$ cat config.mk
export PLATFORM = sky130hd
export DESIGN_NAME = ultrasonic_range_seven_segment_display_top
export DESIGN_NICKNAME = d
export VERILOG_FILES = /design/src/rtl/urs_pkg.sv /design/src/rtl/ultrasonic_range_seven_segment_display_top.sv /design/src/rtl/urs_front.sv /design/src/rtl/urs_queue.sv /design/src/rtl/urs_back.sv
export SDC_FILE = /design/constraint.sdc
export NUM_CORES = 1
export LEC_CHECK = 0
export BUFFER_PORTS_ARGS = -buffer_cell sky130_fd_sc_hd__buf_2
export CAP_MARGIN = 15
export CORE_ASPECT_RATIO = 0.6
export CORE_MARGIN = 1
export CORE_UTILIZATION = 35
export DETAILED_ROUTE_END_ITERATION = 7
export SLEW_MARGIN = 20
export SYNTH_ARGS = -nofsm -noshare
export SYNTH_HDL_FRONTEND = slang
export SYNTH_SLANG_ARGS = --single-unit
export TNS_END_PERCENT = 1
$ cat constraint.sdc
create_clock -name clk -period 13.1 [get_ports clk]
set_input_delay 0 -clock clk [delete_from_list [all_inputs] [get_ports clk]]
set_output_delay 0 -clock clk [all_outputs]
set_load 0.005 [all_outputs]
$ cat src/rtl/urs_pkg.sv
// ----------------------------------------------------------------------------
// urs_pkg: shared types and constants for the ultrasonic ranger display
// Register codes, ranging phases, the tick record passed from the ranging
// front end to the display back end, and the seven-segment decode.
// ----------------------------------------------------------------------------
package urs_pkg;

	// display geometry
	localparam int DIGITS  = 4;
	localparam int SCAN_W  = 2;
	localparam int DIG_W   = 4;
	localparam int SEG_W   = 8;

	// register and counter widths
	localparam int PERIOD_W = 16;
	localparam int TRIG_W   = 8;
	localparam int DWELL_W  = 16;
	localparam int TOUT_W   = 20;
	localparam int DIST_W   = 14;
	localparam int CFG_AW   = 3;

	// saturation value of the 20 bit phase and width counters
	localparam logic [TOUT_W-1:0] LIMIT20 = 20'hFFFFF;

	// distance conversion: mm = floor(width * 343 / 2000), clamped to 9999
	localparam logic [8:0]        SOUND_MUL  = 9'd343;
	localparam logic [DIST_W-1:0] MAX_MM     = 14'd9999;
	// smallest width whose distance exceeds the clamp
	localparam logic [TOUT_W-1:0] CLAMP_W    = 20'd58310;
	// ceil(2^28 / 125), exact for quotients of values below 2^21
	localparam logic [21:0]       RECIP_125  = 22'd2147484;

	// reset values of the registers
	localparam logic [PERIOD_W-1:0] PERIOD_RST  = 16'd50000;
	localparam logic [TRIG_W-1:0]   TRIGGER_RST = 8'd10;
	localparam logic [DWELL_W-1:0]  DWELL_RST   = 16'd1000;
	localparam logic [TOUT_W-1:0]   TIMEOUT_RST = 20'd1000000;

	// register indexes on the write port
	typedef enum logic [CFG_AW-1:0] {
		REG_PERIOD  = 3'd0,
		REG_TRIGGER = 3'd1,
		REG_DWELL   = 3'd2,
		REG_TIMEOUT = 3'd3
	} reg_idx_t;

	// ranging phases
	typedef enum logic [1:0] {
		PH_IDLE,
		PH_TRIG,
		PH_WAIT,
		PH_HIGH
	} phase_t;

	// ranging settings used by the front end
	typedef struct packed {
		logic [PERIOD_W-1:0] period;
		logic [TRIG_W-1:0]   trigger;
		logic [TOUT_W-1:0]   timeout;
	} range_cfg_t;

	// one classified tick: trigger level, store flag and measured width
	typedef struct packed {
		logic              trig;
		logic              done;
		logic [TOUT_W-1:0] width;
	} tick_rec_t;

	// segment pattern, bit0 A through bit6 G, DP off
	function automatic logic [SEG_W-1:0] seg_decode(input logic [DIG_W-1:0] d);
		logic [SEG_W-1:0] s;
		unique case (d)
			4'd0:    s = 8'h3F;
			4'd1:    s = 8'h06;
			4'd2:    s = 8'h5B;
			4'd3:    s = 8'h4F;
			4'd4:    s = 8'h66;
			4'd5:    s = 8'h6D;
			4'd6:    s = 8'h7D;
			4'd7:    s = 8'h07;
			4'd8:    s = 8'h7F;
			4'd9:    s = 8'h6F;
			default: s = 8'h00;
		endcase
		return s;
	endfunction

endpackage

$ cat src/rtl/ultrasonic_range_seven_segment_display_top.sv
// ----------------------------------------------------------------------------
// ultrasonic_range_seven_segment_display_top: ultrasonic ranger with display
// One input word is one microsecond tick with the echo level. The block
// triggers a measurement every period, times the echo pulse, converts it to
// millimetres and scans the value onto a four-digit seven-segment display.
//
//   channel   dir  handshake          payload
//   s_*       in   s_tvalid/s_tready  s_tdata[0] echo_level
//   m_*       out  m_tvalid/m_tready  m_tdata: trigger, enables, segments,
//                                     distance, measure_done
//   cfg_*     in   cfg_we             cfg_addr register index, cfg_wdata
//
// One tick word is accepted per clock and one result word leaves per clock
// while neither side stalls. The tick record enters the queue on the
// accepting edge, then passes through the four conversion stages and the
// output register.
// The queue and the output register let either side stall; s_tready drops
// only when the queue is full. Reset clears all control and display state
// at once, with no clearing pass.
// ----------------------------------------------------------------------------
module ultrasonic_range_seven_segment_display_top
	import urs_pkg::*;
#(
	parameter int QUEUE_DEPTH = 4
)
(
	input  logic              clk,
	input  logic              arst_n,
	input  logic              s_tvalid,
	output logic              s_tready,
	input  logic [7:0]        s_tdata,    // [0] echo_level, [7:1] zero
	output logic              m_tvalid,
	input  logic              m_tready,
	output logic [31:0]       m_tdata,    // [0] trigger_level, [4:1] digit_enable_n,
	                                      // [12:5] segment_bits, [26:13] distance_mm,
	                                      // [27] measure_done, [31:28] zero
	input  logic              cfg_we,
	input  logic [CFG_AW-1:0] cfg_addr,
	input  logic [TOUT_W-1:0] cfg_wdata
);

	logic [PERIOD_W-1:0] period_q;
	logic [TRIG_W-1:0]   trigger_q;
	logic [DWELL_W-1:0]  dwell_q;
	logic [TOUT_W-1:0]   timeout_q;
	range_cfg_t          range_cfg;

	logic      front_valid, front_ready;
	tick_rec_t front_rec;
	logic      back_valid, back_ready;
	tick_rec_t back_rec;

	logic              out_trig, out_done;
	logic [DIGITS-1:0] out_enable_n;
	logic [SEG_W-1:0]  out_seg;
	logic [DIST_W-1:0] out_dist;

	// configuration registers
	always_ff @(posedge clk or negedge arst_n) begin
		if (!arst_n) begin
			period_q  <= PERIOD_RST;
			trigger_q <= TRIGGER_RST;
			dwell_q   <= DWELL_RST;
			timeout_q <= TIMEOUT_RST;
		end else if (cfg_we) begin
			unique case (reg_idx_t'(cfg_addr))
				REG_PERIOD:  period_q  <= cfg_wdata[PERIOD_W-1:0];
				REG_TRIGGER: trigger_q <= cfg_wdata[TRIG_W-1:0];
				REG_DWELL:   dwell_q   <= cfg_wdata[DWELL_W-1:0];
				REG_TIMEOUT: timeout_q <= cfg_wdata;
				default:     ;
			endcase
		end
	end

	assign range_cfg.period  = period_q;
	assign range_cfg.trigger = trigger_q;
	assign range_cfg.timeout = timeout_q;

	// ranging front end
	urs_front u_front (
		.clk       (clk),
		.arst_n    (arst_n),
		.cfg       (range_cfg),
		.in_valid  (s_tvalid),
		.in_ready  (s_tready),
		.echo      (s_tdata[0]),
		.rec_valid (front_valid),
		.rec_ready (front_ready),
		.rec       (front_rec)
	);

	// tick record queue
	urs_queue #(
		.DEPTH (QUEUE_DEPTH)
	) u_queue (
		.clk        (clk),
		.arst_n     (arst_n),
		.push_valid (front_valid),
		.push_ready (front_ready),
		.push_rec   (front_rec),
		.pop_valid  (back_valid),
		.pop_ready  (back_ready),
		.pop_rec    (back_rec)
	);

	// conversion and display back end
	urs_back u_back (
		.clk          (clk),
		.arst_n       (arst_n),
		.dwell        (dwell_q),
		.rec_valid    (back_valid),
		.rec_ready    (back_ready),
		.rec          (back_rec),
		.out_valid    (m_tvalid),
		.out_ready    (m_tready),
		.out_trig     (out_trig),
		.out_enable_n (out_enable_n),
		.out_seg      (out_seg),
		.out_dist     (out_dist),
		.out_done     (out_done)
	);

	// output word packing
	assign m_tdata = {4'b0000, out_done, out_dist, out_seg, out_enable_n, out_trig};

endmodule

$ cat src/rtl/urs_front.sv
// ----------------------------------------------------------------------------
// urs_front: ranging front end
// Runs the period counter and the trigger / echo state machine on each
// accepted tick and emits one tick record per tick into the queue.
// ----------------------------------------------------------------------------
module urs_front
	import urs_pkg::*;
(
	input  logic       clk,
	input  logic       arst_n,
	input  range_cfg_t cfg,
	input  logic       in_valid,
	output logic       in_ready,
	input  logic       echo,
	output logic       rec_valid,
	input  logic       rec_ready,
	output tick_rec_t  rec
);

	phase_t              phase_q, phase_d;
	logic [PERIOD_W-1:0] period_cnt_q, period_cnt_d;
	logic [TOUT_W-1:0]   phase_cnt_q, phase_cnt_d;
	logic [TOUT_W-1:0]   width_q, width_d;

	logic [PERIOD_W-1:0] per;
	logic [TRIG_W-1:0]   tlen;
	logic [TOUT_W-1:0]   tout;
	logic [PERIOD_W:0]   period_inc;
	logic [TOUT_W-1:0]   phase_inc;
	logic [TOUT_W-1:0]   phase_sat;
	logic                start;
	logic                timed_out;
	logic                take;

	// a word moves straight on into the queue
	assign in_ready  = rec_ready;
	assign rec_valid = in_valid;
	assign take      = in_valid && rec_ready;

	// zero settings behave as one
	assign per  = (cfg.period == '0)  ? PERIOD_W'(1) : cfg.period;
	assign tlen = (cfg.trigger == '0) ? TRIG_W'(1)   : cfg.trigger;
	assign tout = (cfg.timeout == '0) ? TOUT_W'(1)   : cfg.timeout;

	assign start      = (period_cnt_q == '0);
	assign period_inc = {1'b0, period_cnt_q} + (PERIOD_W+1)'(1);
	assign phase_inc  = phase_cnt_q + TOUT_W'(1);
	assign phase_sat  = (phase_cnt_q < LIMIT20) ? phase_inc : phase_cnt_q;
	assign timed_out  = (phase_sat >= tout);

	// next state and counters
	always_comb begin
		phase_d      = phase_q;
		phase_cnt_d  = phase_cnt_q;
		width_d      = width_q;
		period_cnt_d = (period_inc >= {1'b0, per}) ? '0 : period_inc[PERIOD_W-1:0];
		unique case (phase_q)
			PH_IDLE: begin
				if (start) begin
					if (tlen <= TRIG_W'(1)) begin
						phase_d     = PH_WAIT;
						phase_cnt_d = '0;
					end else begin
						phase_d     = PH_TRIG;
						phase_cnt_d = TOUT_W'(1);
					end
				end
			end
			PH_TRIG: begin
				phase_cnt_d = phase_inc;
				if (phase_inc >= TOUT_W'(tlen)) begin
					phase_d     = PH_WAIT;
					phase_cnt_d = '0;
				end
			end
			PH_WAIT: begin
				phase_cnt_d = phase_sat;
				if (echo) begin
					phase_d = PH_HIGH;
					width_d = TOUT_W'(1);
				end
				if (timed_out) begin
					phase_d = PH_IDLE;
				end
			end
			PH_HIGH: begin
				phase_cnt_d = phase_sat;
				priority if (!echo || timed_out) begin
					phase_d = PH_IDLE;
				end else if (width_q < LIMIT20) begin
					width_d = width_q + TOUT_W'(1);
				end
			end
			default: phase_d = PH_IDLE;
		endcase
	end

	// tick record for the back end
	always_comb begin
		rec.trig  = 1'b0;
		rec.done  = 1'b0;
		rec.width = '0;
		unique case (phase_q)
			PH_IDLE: rec.trig = start;
			PH_TRIG: rec.trig = 1'b1;
			PH_WAIT: rec.done = timed_out;
			PH_HIGH: begin
				rec.done = !echo || timed_out;
				if (!echo) begin
					rec.width = width_q;
				end
			end
			default: rec.trig = 1'b0;
		endcase
	end

	// state registers
	always_ff @(posedge clk or negedge arst_n) begin
		if (!arst_n) begin
			phase_q      <= PH_IDLE;
			period_cnt_q <= '0;
			phase_cnt_q  <= '0;
			width_q      <= '0;
		end else if (take) begin
			phase_q      <= phase_d;
			period_cnt_q <= period_cnt_d;
			phase_cnt_q  <= phase_cnt_d;
			width_q      <= width_d;
		end
	end

endmodule

$ cat src/rtl/urs_queue.sv
// ----------------------------------------------------------------------------
// urs_queue: tick record queue
// Short first-in first-out buffer between the ranging front end and the
// display back end so that either side can stall on its own.
// ----------------------------------------------------------------------------
module urs_queue
	import urs_pkg::*;
#(
	parameter int DEPTH = 4
)
(
	input  logic      clk,
	input  logic      arst_n,
	input  logic      push_valid,
	output logic      push_ready,
	input  tick_rec_t push_rec,
	output logic      pop_valid,
	input  logic      pop_ready,
	output tick_rec_t pop_rec
);

	localparam int AW = (DEPTH > 1) ? $clog2(DEPTH) : 1;
	localparam int CW = $clog2(DEPTH + 1);

	tick_rec_t         slot_q [DEPTH];
	logic [AW-1:0]     wr_ptr_q;
	logic [AW-1:0]     rd_ptr_q;
	logic [CW-1:0]     count_q;
	logic              push;
	logic              pop;

	assign push_ready = (count_q != CW'(DEPTH));
	assign pop_valid  = (count_q != '0);
	assign push       = push_valid && push_ready;
	assign pop        = pop_valid && pop_ready;
	assign pop_rec    = slot_q[rd_ptr_q];

	// storage
	always_ff @(posedge clk) begin
		if (push) begin
			slot_q[wr_ptr_q] <= push_rec;
		end
	end

	// pointers and fill count
	always_ff @(posedge clk or negedge arst_n) begin
		if (!arst_n) begin
			wr_ptr_q <= '0;
			rd_ptr_q <= '0;
			count_q  <= '0;
		end else begin
			if (push) begin
				wr_ptr_q <= (wr_ptr_q == AW'(DEPTH - 1)) ? '0 : wr_ptr_q + AW'(1);
			end
			if (pop) begin
				rd_ptr_q <= (rd_ptr_q == AW'(DEPTH - 1)) ? '0 : rd_ptr_q + AW'(1);
			end
			if (push && !pop) begin
				count_q <= count_q + CW'(1);
			end else if (pop && !push) begin
				count_q <= count_q - CW'(1);
			end
		end
	end

endmodule

$ cat src/rtl/urs_back.sv
// ----------------------------------------------------------------------------
// urs_back: distance conversion and display back end
// Converts each stored echo width to millimetres and decimal digits over
// four pipeline stages, then runs the digit scan and drives the output word.
// ----------------------------------------------------------------------------
module urs_back
	import urs_pkg::*;
(
	input  logic                clk,
	input  logic                arst_n,
	input  logic [DWELL_W-1:0]  dwell,
	input  logic                rec_valid,
	output logic                rec_ready,
	input  tick_rec_t           rec,
	output logic                out_valid,
	input  logic                out_ready,
	output logic                out_trig,
	output logic [DIGITS-1:0]   out_enable_n,
	output logic [SEG_W-1:0]    out_seg,
	output logic [DIST_W-1:0]   out_dist,
	output logic                out_done
);

	// leading decimal digit of v for a digit weight of unit
	function automatic logic [DIG_W-1:0] lead_digit(input logic [DIST_W-1:0] v,
			input logic [DIST_W-1:0] unit);
		logic [DIG_W-1:0] d;
		d = '0;
		for (int k = 1; k <= 9; k++) begin
			if (v >= DIST_W'(k) * unit) begin
				d = DIG_W'(k);
			end
		end
		return d;
	endfunction

	logic adv;

	// stage 1: width times speed
	logic              valid_s1, trig_s1, done_s1, clamp_s1;
	logic [28:0]       prod_s1;
	// stage 2: divide by 2000 and clamp
	logic              valid_s2, trig_s2, done_s2;
	logic [DIST_W-1:0] mm_s2;
	logic [42:0]       recip_prod;
	// stage 3: thousands digit
	logic              valid_s3, trig_s3, done_s3;
	logic [DIST_W-1:0] mm_s3, rem_s3;
	logic [DIG_W-1:0]  thou_s3, thou_c;
	// stage 4: hundreds digit
	logic              valid_s4, trig_s4, done_s4;
	logic [DIST_W-1:0] mm_s4, rem_s4;
	logic [DIG_W-1:0]  thou_s4, hund_s4, hund_c;

	// display state
	logic [DIG_W-1:0]   digit_q [DIGITS];
	logic [DIST_W-1:0]  dist_q;
	logic [SCAN_W-1:0]  scan_q;
	logic [DWELL_W-1:0] dwell_cnt_q;

	// output register
	logic               out_valid_q, out_trig_q, out_done_q;
	logic [DIGITS-1:0]  out_enable_n_q;
	logic [SEG_W-1:0]   out_seg_q;
	logic [DIST_W-1:0]  out_dist_q;

	// final stage logic
	logic [DIG_W-1:0]   tens_c, ones_c;
	logic [DIG_W-1:0]   new_digit [DIGITS];
	logic [DIG_W-1:0]   shown;
	logic [DWELL_W-1:0] dwell_lim, dwell_inc;
	logic               dwell_wrap;

	// whole pipeline moves when the output register is free
	assign adv       = !out_valid_q || out_ready;
	assign rec_ready = adv;

	assign recip_prod = 43'(prod_s1[24:4]) * 43'(RECIP_125);
	assign thou_c     = lead_digit(mm_s2, DIST_W'(1000));
	assign hund_c     = lead_digit(rem_s3, DIST_W'(100));
	assign tens_c     = lead_digit(rem_s4, DIST_W'(10));
	assign ones_c     = DIG_W'(rem_s4 - DIST_W'(tens_c) * DIST_W'(10));

	// digits after this word's store
	always_comb begin
		new_digit[0] = done_s4 ? thou_s4 : digit_q[0];
		new_digit[1] = done_s4 ? hund_s4 : digit_q[1];
		new_digit[2] = done_s4 ? tens_c  : digit_q[2];
		new_digit[3] = done_s4 ? ones_c  : digit_q[3];
	end
	assign shown = new_digit[scan_q];

	// dwell counter step
	assign dwell_lim  = (dwell == '0) ? DWELL_W'(1) : dwell;
	assign dwell_inc  = dwell_cnt_q + DWELL_W'(1);
	assign dwell_wrap = (dwell_inc >= dwell_lim) || (dwell_inc == '0);

	// conversion pipeline payload
	always_ff @(posedge clk) begin
		if (adv) begin
			trig_s1  <= rec.trig;
			done_s1  <= rec.done;
			clamp_s1 <= (rec.width >= CLAMP_W);
			prod_s1  <= 29'(rec.width) * 29'(SOUND_MUL);

			trig_s2 <= trig_s1;
			done_s2 <= done_s1;
			mm_s2   <= clamp_s1 ? MAX_MM : recip_prod[41:28];

			trig_s3 <= trig_s2;
			done_s3 <= done_s2;
			mm_s3   <= mm_s2;
			thou_s3 <= thou_c;
			rem_s3  <= mm_s2 - DIST_W'(thou_c) * DIST_W'(1000);

			trig_s4 <= trig_s3;
			done_s4 <= done_s3;
			mm_s4   <= mm_s3;
			thou_s4 <= thou_s3;
			hund_s4 <= hund_c;
			rem_s4  <= rem_s3 - DIST_W'(hund_c) * DIST_W'(100);
		end
	end

	// pipeline valid bits
	always_ff @(posedge clk or negedge arst_n) begin
		if (!arst_n) begin
			valid_s1 <= 1'b0;
			valid_s2 <= 1'b0;
			valid_s3 <= 1'b0;
			valid_s4 <= 1'b0;
		end else if (adv) begin
			valid_s1 <= rec_valid;
			valid_s2 <= valid_s1;
			valid_s3 <= valid_s2;
			valid_s4 <= valid_s3;
		end
	end

	// output word payload
	always_ff @(posedge clk) begin
		if (adv && valid_s4) begin
			out_trig_q     <= trig_s4;
			out_done_q     <= done_s4;
			out_enable_n_q <= ~(DIGITS'(1) << scan_q);
			out_seg_q      <= seg_decode(shown);
			out_dist_q     <= done_s4 ? mm_s4 : dist_q;
		end
	end

	// display state and output valid
	always_ff @(posedge clk or negedge arst_n) begin
		if (!arst_n) begin
			out_valid_q <= 1'b0;
			dist_q      <= '0;
			scan_q      <= '0;
			dwell_cnt_q <= '0;
			for (int i = 0; i < DIGITS; i++) begin
				digit_q[i] <= '0;
			end
		end else if (adv) begin
			out_valid_q <= valid_s4;
			if (valid_s4) begin
				if (done_s4) begin
					dist_q <= mm_s4;
					for (int i = 0; i < DIGITS; i++) begin
						digit_q[i] <= new_digit[i];
					end
				end
				if (dwell_wrap) begin
					dwell_cnt_q <= '0;
					scan_q      <= scan_q + SCAN_W'(1);
				end else begin
					dwell_cnt_q <= dwell_inc;
				end
			end
		end
	end

	assign out_valid    = out_valid_q;
	assign out_trig     = out_trig_q;
	assign out_done     = out_done_q;
	assign out_enable_n = out_enable_n_q;
	assign out_seg      = out_seg_q;
	assign out_dist     = out_dist_q;

	// exactly one digit lit on every word
	a_one_digit: assert property (@(posedge clk) disable iff (!arst_n)
		out_valid_q |-> $onehot(~out_enable_n_q))
		else $error("digit enables not one-hot");

	// decimal point never driven
	a_dp_off: assert property (@(posedge clk) disable iff (!arst_n)
		out_valid_q |-> (out_seg_q[SEG_W-1] == 1'b0))
		else $error("decimal point driven");

	// converted distance stays within the clamp
	a_dist_clamp: assert property (@(posedge clk) disable iff (!arst_n)
		valid_s2 |-> (mm_s2 <= MAX_MM))
		else $error("distance above clamp");

endmodule
==> reports/summary.txt <==
Status: finished, final reports clean
Wire length per cell: 16.63 um
Port Buffers: 57
Largest cells by area after synthesis: edfxtp_1 23%, ha_1 16%, dfrtp_1 13%
Max-slew violation count: 0
CTS buffer count: 38
Clock slew at reported path FFs: 0.07 ns
Vias in the first global route: 18468
Met2 Wirelength: 23380 um
Crit path cell chain: ha_1, ha_1, fa_1, inv_1, fa_1, inv_1, fa_1, fa_1, fa_1, ha_1, a21o_1, a221oi_1, a21oi_1, a21oi_1, a41oi_1, o21ba_2, a41o_1, a21o_1, a21oi_1, mux2_1
Type of origin of the critical path: flip-flop
Largest area contributor in the netlist: edfxtp_1
Critical Path Source: u_back.prod_s1[10]
CP required: 13.40 ns
Worst Skew: 0.01264 ns
Gr usage total: 15.19%
GP Congestion: 0.8426
Top sig layer: met5
Initial core utilization: 35.60%
Slowest-stage cell, CP: edfxtp_1
Sequential cell area: 11150 um^2
TritonCTS Sinks: 400
Ys async rst share: 44.50%
Clock latency on the worst-skew pair: 0.55 ns
First-pass GRT wire length: 103000 um
Crit path kind: reg2reg
Die area: 84590 um^2
Critical R2R Capture: u_back.mm_s2[12]
Most common flop cell mapped by yosys: edfxtp_1
Seq cells post-synth: 400
Maxcap violations: 0
Crit path to: u_back.mm_s2[12]
Endpoint type of the worst setup path: flip-flop
Avg Vias per Cell: 4.943
Hold Path Class: in2async
Crit path time final: 6.682 ns
CTS-repair resized insts: 0
Sequential element share of the synthesized area: 38.19%
Worst Path Arrival: 6.99 ns
RSZ-0062 raised after global routing: false
Critical path peak fanout: 6
Area Overhead vs Synth: 10.75%
DPL Wire Length: 47920 um
Final setup TNS: 0 ns
Multi-input combinational cell area: 16190 um^2
Largest stage delay, worst path: 0.58 ns
Actual slew at the worst max-slew pin: 0.9835 ns
CTS Root Cell: clkbuf_16
Mean Syn Cell Area: 11.14 um^2
DRT iter0 DRCs: 1466
Post-synthesis cell area: 29190 um^2
Initial antenna violation count: 1
Layout cell share with drive strength beyond 1: 10.86%
Final Util: 39.42%
Yosys cell types: 89
Final setup fails: 0
Cell Rows: 81
GRT Residual Overflow: 0
Vias: 18812
Final Hold Fails: 0
Synth Instances: 2621
Postcts setup bufs: 0
M1 WL: 35480 um
Fmax achieved: 149.7 MHz
Synth top area share: 22.84%
Die Y: 225.7 um
Met3 routed WL: 3868 um
Core area: 81990 um^2
DR DRC count: 0
Nets: 3283
DRT Pass-1 Iters: 5
Crit-path most repeated cell: fa_1
Max-slew headroom: 34.19%
Reg2reg start: u_back.prod_s1[10]
Die W: 374.8 um
Antenna-violating nets left: 0
CTS tree: done
Final wirelength: 63280 um
Post-synth EDFFs: 222
Largest net degree at the start of global routing: 72
Ys Warns: 0
R2R Setup Slk: 6.42 ns
IO Pins: 70
Clock Path Buffers: 3
Final worst path period share: 51.00%
Filler cells: 7811
CTS H-tree depth: 2
Worst R2R Path Depth: 20
## synth_stat cells, drive strengths merged (27+ instances only)
cell type	instances
o21ai	134
edfxtp	222
dfrtp	157
mux4	30
a22o	27
mux2	72
nor2	91
nand3	47
and3	30
inv	424
xor2	44
ha	379
nand2	158
a21oi	86
nor3	42
fa	171
and2	27
clkbuf	52
xnor2	65
a21o	48
## worst min-delay path by stage
stage	slack [ns]	start	depth (start not counted)	to
2_1_floorplan	-0.30	arst_n	0	dwell_q[0]
3_3_place_gp	-0.03	arst_n	1	u_back.dist_q[11]
3_5_place_dp	-0.03	arst_n	1	u_back.dist_q[11]
4_1_cts	0.01	arst_n	3	u_back.dist_q[11]
5_1_grt	0.008	arst_n	3	u_back.dist_q[11]
6_report	0.02	arst_n	3	u_back.dist_q[11]
## per-layer routing
metal  track usage, %  vias up
met4            1.772        2
met2            19.74      395
met3            3.556       65
met1            25.18     9104
li1                 -     9246
met5                0        -
## critical path: cells and delay by family, from the launching register on
kind	cells	cell delay, ns
fa+ha+maj	8	3.48
compound gates	9	1.92
flops	1	0.58
mux	1	0.33
buf+inv	2	0.10
## cells in the final DEF, fill, tap and decap left out, types with 13 or more instances in the layout
master	n
inv_1	422
ha_1	379
edfxtp_1	222
fa_1	171
nand2_1	157
dfrtp_1	157
o21ai_0	130
nor2_1	89
a21oi_1	86
mux2_2	70
xnor2_1	65
buf_2	56
a21o_1	48
nand3_1	46
xor2_1	44
nor3_1	39
clkbuf_16	39
and3_1	30
mux4_2	29
and2_1	27
a22o_1	26
nand4_1	25
dlygate4sd3_1	24
nor4_1	23
nand2b_1	22
dfstp_2	21
buf_4	19
or3_1	18
a31oi_1	16
nor2b_1	15
o21a_1	14
o31ai_1	13
## what timing repair did
item | in CTS | in global routing
endpoints found under the setup margin | 0 | 0
hold buffers | 25 | 0
hold endpoints to repair | 106 | 0
## through the flow
step	hold WS (ns)	instances	instance area, um^2	worst slack (ns)
after global routing	0.008109	3805	32320	6.067
final	0.02156	3806	32320	6.418
after global placement	-0.03193	3710	30720	6.455
after CTS	0.01459	3804	32310	6.423
after floorplan	-0.2956	2625	29200	6.977
after detailed placement	-0.03409	3710	30720	6.420
## registers in the layout (all words and copies together) (netlist names), 7 cells and up
| signal | count |
|---|---|
| u_back.rem_s4 | 14 |
| u_back.mm_s4 | 12 |
| u_front.width_q | 20 |
| u_back.dwell_cnt_q | 16 |
| u_back.out_dist | 14 |
| u_back.dist_q | 14 |
| u_back.rem_s3 | 14 |
| u_back.digit_q | 16 |
| trigger_q | 8 |
| u_back.mm_s2 | 14 |
| u_back.mm_s3 | 11 |
| u_front.period_cnt_q | 16 |
| u_back.out_seg | 7 |
| dwell_q | 16 |
| u_front.phase_cnt_q | 20 |
| u_queue.slot_q | 88 |
| period_q | 16 |
| timeout_q | 20 |
| u_back.prod_s1 | 21 |
## final cells by class
| cell class | instances | area share (%) |
|---|---|---|
| well taps | 1079 | 4.177 |
| diodes | 1 | 0.007742 |
| repair buffers | 102 | 2.214 |
| clock buffers | 50 | 3.302 |
| flip-flops and latches | 400 | 34.49 |
| multi-input cells | 1730 | 50.10 |
| inverters | 425 | 4.935 |
| clock inverters | 19 | 0.7780 |
## cells by family after synthesis
group	share of synthesized area [%]
AOI/OAI and AO/OA	9.260
xor gates and xnor gates	3.271
adders and majority gates	28.04
buffers and inverters	6.495
DFF	38.19
muxes	5.453
other	0.01285
and+or+nand+nor	9.273
Power is not shown: default switching activity piles up to over one toggle a cycle in this logic, so the estimate is an artifact.
